[src/rtl/core/smic_pkg.sv]
// ----------------------------------------------------------------------------
// smic_pkg
// Shared types for the sorted multiset store: operation codes and the token
// that travels along the row of cells.
// ----------------------------------------------------------------------------
package smic_pkg;

  // Operation carried by an input beat
  typedef enum logic {
    OP_INSERT = 1'b0,
    OP_COUNT  = 1'b1
  } op_e_t;

  localparam int unsigned VAL_W = 32;
  localparam int unsigned OUT_W = 7;

  // Token moving one cell per cycle while the row is not stalled
  typedef struct packed {
    logic                     vld;   // token present
    op_e_t                    op;
    logic                     busy;  // insert still carrying a value to place
    logic                     drop;  // insert refused, store full
    logic signed [VAL_W-1:0]  val;   // value in flight (displaced entry for insert)
    logic [OUT_W-1:0]         cnt;   // running match count, wraps modulo 128
  } tok_t;

endpackage

[src/rtl/core/smic_cell.sv]
// ----------------------------------------------------------------------------
// smic_cell
// One slot of the sorted row: holds one entry, compares it with the passing
// token, swaps on insert and counts matches on count.
// ----------------------------------------------------------------------------
module smic_cell #(
  parameter int unsigned INDEX = 0,
  parameter int unsigned TW    = 7
) (
  input  logic            clk,
  input  logic            rst_n,
  input  logic            adv,
  input  smic_pkg::tok_t  tok_i,
  input  logic [TW-1:0]   tot_i,
  output smic_pkg::tok_t  tok_o,
  output logic [TW-1:0]   tot_o
);

  localparam logic [TW-1:0] IDX = TW'(INDEX);

  logic signed [smic_pkg::VAL_W-1:0] entry_r;
  logic signed [smic_pkg::VAL_W-1:0] entry_nxt;
  smic_pkg::tok_t                    tok_r;
  smic_pkg::tok_t                    tok_nxt;
  logic [TW-1:0]                     tot_r;
  logic                              occ;
  logic                              here;

  // slot holds a live entry for this token, or is the first free slot
  assign occ  = (tot_i > IDX);
  assign here = (tot_i == IDX);

  // compare and swap / count
  always_comb begin
    tok_nxt   = tok_i;
    entry_nxt = entry_r;
    if (tok_i.vld) begin
      if (tok_i.op == smic_pkg::OP_COUNT) begin
        if (occ && (entry_r == tok_i.val)) begin
          tok_nxt.cnt = tok_i.cnt + smic_pkg::OUT_W'(1);
        end
      end else if (tok_i.busy) begin
        if (occ) begin
          // strictly larger entry moves on; equal entries stay in front
          if ($signed(entry_r) > $signed(tok_i.val)) begin
            entry_nxt   = tok_i.val;
            tok_nxt.val = entry_r;
          end
        end else if (here) begin
          entry_nxt    = tok_i.val;
          tok_nxt.busy = 1'b0;
        end
      end
    end
  end

  // state and token stage
  always_ff @(posedge clk) begin
    if (!rst_n) begin
      tok_r.vld <= 1'b0;
    end else if (adv) begin
      entry_r <= entry_nxt;
      tok_r   <= tok_nxt;
      tot_r   <= tot_i;
    end
  end

  assign tok_o = tok_r;
  assign tot_o = tot_r;

endmodule
[config.mk]
export PLATFORM = sky130hd
export DESIGN_NAME = smic_cell
export DESIGN_NICKNAME = d
export VERILOG_FILES = /design/src/rtl/core/smic_pkg.sv /design/src/rtl/core/smic_cell.sv
export SDC_FILE = /design/constraint.sdc
export NUM_CORES = 1
export LEC_CHECK = 0
export CAP_MARGIN = 10
export CORE_MARGIN = 2
export CORE_UTILIZATION = 57
export CTS_BUF_LIST = sky130_fd_sc_hd__clkbuf_4 sky130_fd_sc_hd__clkbuf_8
export CTS_CLUSTER_SIZE = 25
export DETAILED_ROUTE_END_ITERATION = 10
export DONT_BUFFER_PORTS = 1
export PLACE_DENSITY = 0.76
export SLEW_MARGIN = 20
export SYNTH_ARGS = -nofsm -noshare
export SYNTH_HDL_FRONTEND = slang
export SYNTH_SLANG_ARGS = --single-unit
[constraint.sdc]
create_clock -name clk -period 4.7 [get_ports clk]
set_input_delay 0.235 -clock clk [delete_from_list [all_inputs] [get_ports clk]]
set_output_delay 0.235 -clock clk [all_outputs]
set_load 0.02 [all_outputs]
# == Word level (Yosys, flattened, before mapping) ==
# Cells that the tools add are included.
# classes
n_addsub,1
mul,0
n_div,0
n_lt_le_gt_ge,2
eq_ne,2
n_shift,0
n_mux,15
n_bitwise,1
reduce_logical,5
# ops
operator,count
2-to-1 mux 32 bit,7
2-to-1 mux 39 bit,1
equality test 32 bit,1
> comparator 32 bit,1
2-to-1 mux 7 bit,2
"adder 7 x 1 -> 7 bit, second input constant",1
"> comparator 7 x 1 -> 1 bit, second input constant",1
logical NOT 7 bit,1
AND reduction 7 bit,1
2-to-1 mux 1 bit,5
"!= test 2 x 1 -> 1 bit, second input constant",1
AND reduction 2 bit,1
nonzero test 2 bit,1
logical AND 1 bit,1
NOT 1 bit,1
# totals
regBits,82
latch_bits,0
mem_bits_rw,0
rom_bits,0
input_bits,53
out_inout_bits,50
wordCells,34
n_memories,0

# == Longest topological paths before layout ==
# logic_depth
word_depth,6
mapped_depth,11
mapped_depth_nobuf,9

# == Worst setup path after synthesis ==
# Ideal clock, no wire load.
# synth_path
path_kind,in2reg
from,input port adv
to,"register entry_r[0] (netlist name), enable pin"
setup_ns,0.480
arrival_ns,4.137
required_ns,4.220
slack_ns,0.083
path_stages,3
path_buffers,0
path_cell_list,and2_1 > nand3_1 > a311oi_1
# synth_between
elab_chain_len,1
# synth_rtl
item,line_no,text
"start, declared",smic_cell.sv:12,"input logic adv,"
AND reduction 7 bit (no line),n/a,
"end signal, assigned",smic_cell.sv:62,entry_r <= entry_nxt;
"end, declared",smic_cell.sv:21,logic signed [smic_pkg::VAL_W-1:0] entry_r;
# Every way passes these cells.
# A chain may end at the register's enable or synchronous reset.

# == Final worst setup path ==
# layout_path
from,register entry_r[31] (netlist name)
to,"register entry_r[30] (netlist name), enable pin"
# layout_between
elab_chain_len,3
# layout_rtl
item,line_no,text
> comparator 32 bit,smic_cell.sv:45,if ($signed(entry_r) > $signed(tok_i.val)) begin
!= test 2 x 1 -> 1 bit (no line),n/a,
AND reduction 7 bit (no line),n/a,
# Every way passes these cells.

==> run metrics <==
Critical Path Source=entry_r[31]; RSZ-0062 raised after global routing=no; Final setup viols=0; Post-Syn Nets=463; Lkg Pwr=2.09 nW; std cell rows=32; simple logic cell fraction of the synthesized area=11.1%; Setup CP Type=flip-flop to flip-flop; synthesized area=4640 µm²; Synth Flop Type=edfxtp_1; final worst path period share=73.8%; main combinational cell family by area after synthesis=compound AO/OA/AOI/OAI gates; Slew Limit Fails=0; core area=7810 µm²; post-cts resize count=0; Initial Utilization=59.4%; layout cells sized above 1=15.8%; met1 Use GR=28.2%; Clock Power Share=33.5%; CP Capture Type=flip-flop; commonest cells after routing, fill and taps aside=edfxtp_1 (81), nand2_1 (76), dlygate4sd3_1 (41); total number of vias=3,064; # clock sinks=82; clock slew at reported path FFs=90 ps; vias per cell=5.84; maximum fanout along the worst path=37; Die Span X=94.2 µm; setup TNS=0 ps; Finished Cell Area=5320 µm²; cell count after synthesis=377; Root Buffer=clkbuf_8; Seq/Total Area, Yosys=52.9%; DR WL/cell=18.6 µm; Reg2Reg Depth=6; # nets final=504; flop2flop setup slack=1230 ps; reg2reg start=entry_r[31]; vias in the first global route=3,169; top-area cell type share of the netlist area=52.5%; number of H-tree levels=3; largest net degree at the start of global routing=50; Finished Core Util=68.2%; Compound-Gate Fraction of Synth Area=20.3%; clock buffer count from CTS=9; drt first pass iters=4; sequential share of power=56.0%; Yosys top cell by area=edfxtp_1; Clock Latency Late Sink=360 ps; I/O pin total=103; Hold Crit Depth=1; ranking of synthesized cells by area=edfxtp_1 (52%), ha_1 (8.9%), o211ai_2 (8.1%); startpoint types=flip-flop; Hold Vio Cnt, Final=0; area delta synth->final=14.8%; GP Congestion=0.814; mux share of post-synthesis cell area=0.459%; P_sw=0.406 mW; WL final=9740 µm; CTS hold repair buffers=41; initial antenna violation count=0; Synth Area in XOR/XNOR=1.13%; Tmin final=3470 ps; VDD IR-drop max=0.000181 V; post-synthesis cell type count=45; Cell Area, Placed=4710 µm²; met2 Use GR=40.1%; Cells after DPL=468; Final Instance Count excl. Fillers=525; GRT Overall Usage=23.4%; dpl ws=1220 ps; first-pass GRT wire length=15,600 µm; number of synthesized flops with an enable pin=81; post-CTS setup repair buffer count=0; initial detailed-routing violation count=184; Routed Antenna Nets=0; Die Ht=94.2 µm; cell internal pwr=1.16 mW; yosys synthesis warning count=0; status=completed; Syn Area/Cell=12.3 µm²; Residual DRC=0; Worst Clk Skew=11.9 ps; post-synthesis adder-cell area fraction=8.90%; CTS tree=built; worst path required time=4750 ps; gr busiest metal=met2; diode count=0; Logic pwr share=10.5%; IO Port Bufs=0; Hold WC Path Type=input port to flip-flop; Total Power=1.57 mW; Crit path arrival time=3520 ps; worst relative slew slack=27.5%; DP HPWL=6320 µm; Reg-to-Reg End=entry_r[30]; die area=8870 µm²; measured slew at the worst slew-check pin=1080 ps; pwr dens=295 nW/µm²; Async S/R FF share, synth=0%; Worst Hold Slack=26.3 ps; maxcap violations=0; CTS max path bufs=2; grt ovf=0; Fmax=0.288 GHz; setup ws final=1230 ps; Yosys reg bits=82; Sw Share=25.9%; commonest non-fill, non-tap cell in the layout=edfxtp_1; met3 GRT Util=6.26%; Worst Setup EP=entry_r[30]
[power by group through the flow]
stage | logic (mW) | clock network [mW] | registers, mW
after floorplan | 0.112 | 0 | 0.893
after global placement | 0.130 | 0 | 0.896
after detailed placement | 0.136 | 0 | 0.896
after CTS | 0.165 | 0.535 | 0.879
after global routing | 0.184 | 0.564 | 0.882
final | 0.165 | 0.526 | 0.879
[logic make-up (layout without fill, tap and decap cells)]
group | count (synthesis) | after routing
buf+inv | 50 | 96
compound gates | 93 | 93
simple gates | 111 | 111
mux | 2 | 2
xor+xnor | 6 | 6
flops | 82 | 82
fa+ha+maj | 33 | 33
[metal layers]
layer / part of all wire (%) / up-vias
met5: 0 / -
li1: - / 1477
met1: 42 / 1476
met2: 50 / 98
met4: 1.7 / 0
met3: 6.7 / 13
[synth_stat cells (all sizes together), types with 2 or more instances]
cell,n
a21bo,31
nor2b,3
nand4,10
nor2,6
xnor2,4
buf,10
a211oi,2
nand2,76
a21o,2
a21oi,13
edfxtp,81
xor2,2
nor4,5
inv,34
o21ai,3
clkbuf,6
ha,33
o211ai,35
nand3,5
nand3b,2
[layout make-up]
cell class	instances	area, µm²
Clock buffer	9	124
Tap cell	102	128
Fill cell	575	2490
Inverter	34	128
Timing Repair Buffer	46	448
Multi-Input combinational cell	245	1970
Clock inverter	7	76.3
Sequential cell	82	2450
[registers in the layout (all words and copies together) (netlist names)]
register / cells
entry_r: 32
tot_o: 7
tok_o: 43
[worst min-delay path by stage]
stage / startpoint / to / slack (ps)
floorplan: tok_i[7] / entry_r[0] / 330
global placement: tok_i[39] / tok_o[39] / 330
detailed placement: tok_i[39] / tok_o[39] / 330
CTS: rst_n / tok_o[42] / 10
global route: rst_n / tok_o[42] / 7
finish: rst_n / tok_o[42] / 30
[worst max-delay path, cell delays in order (launching register included)]
cell,delay [ps]
edfxtp_1,400
ha_2,760
nand4_4,210
o211ai_4,910
nor2_1,210
a311oi_4,370
buf_4,310
No activity file was read; power rests on OpenSTA's default activity.
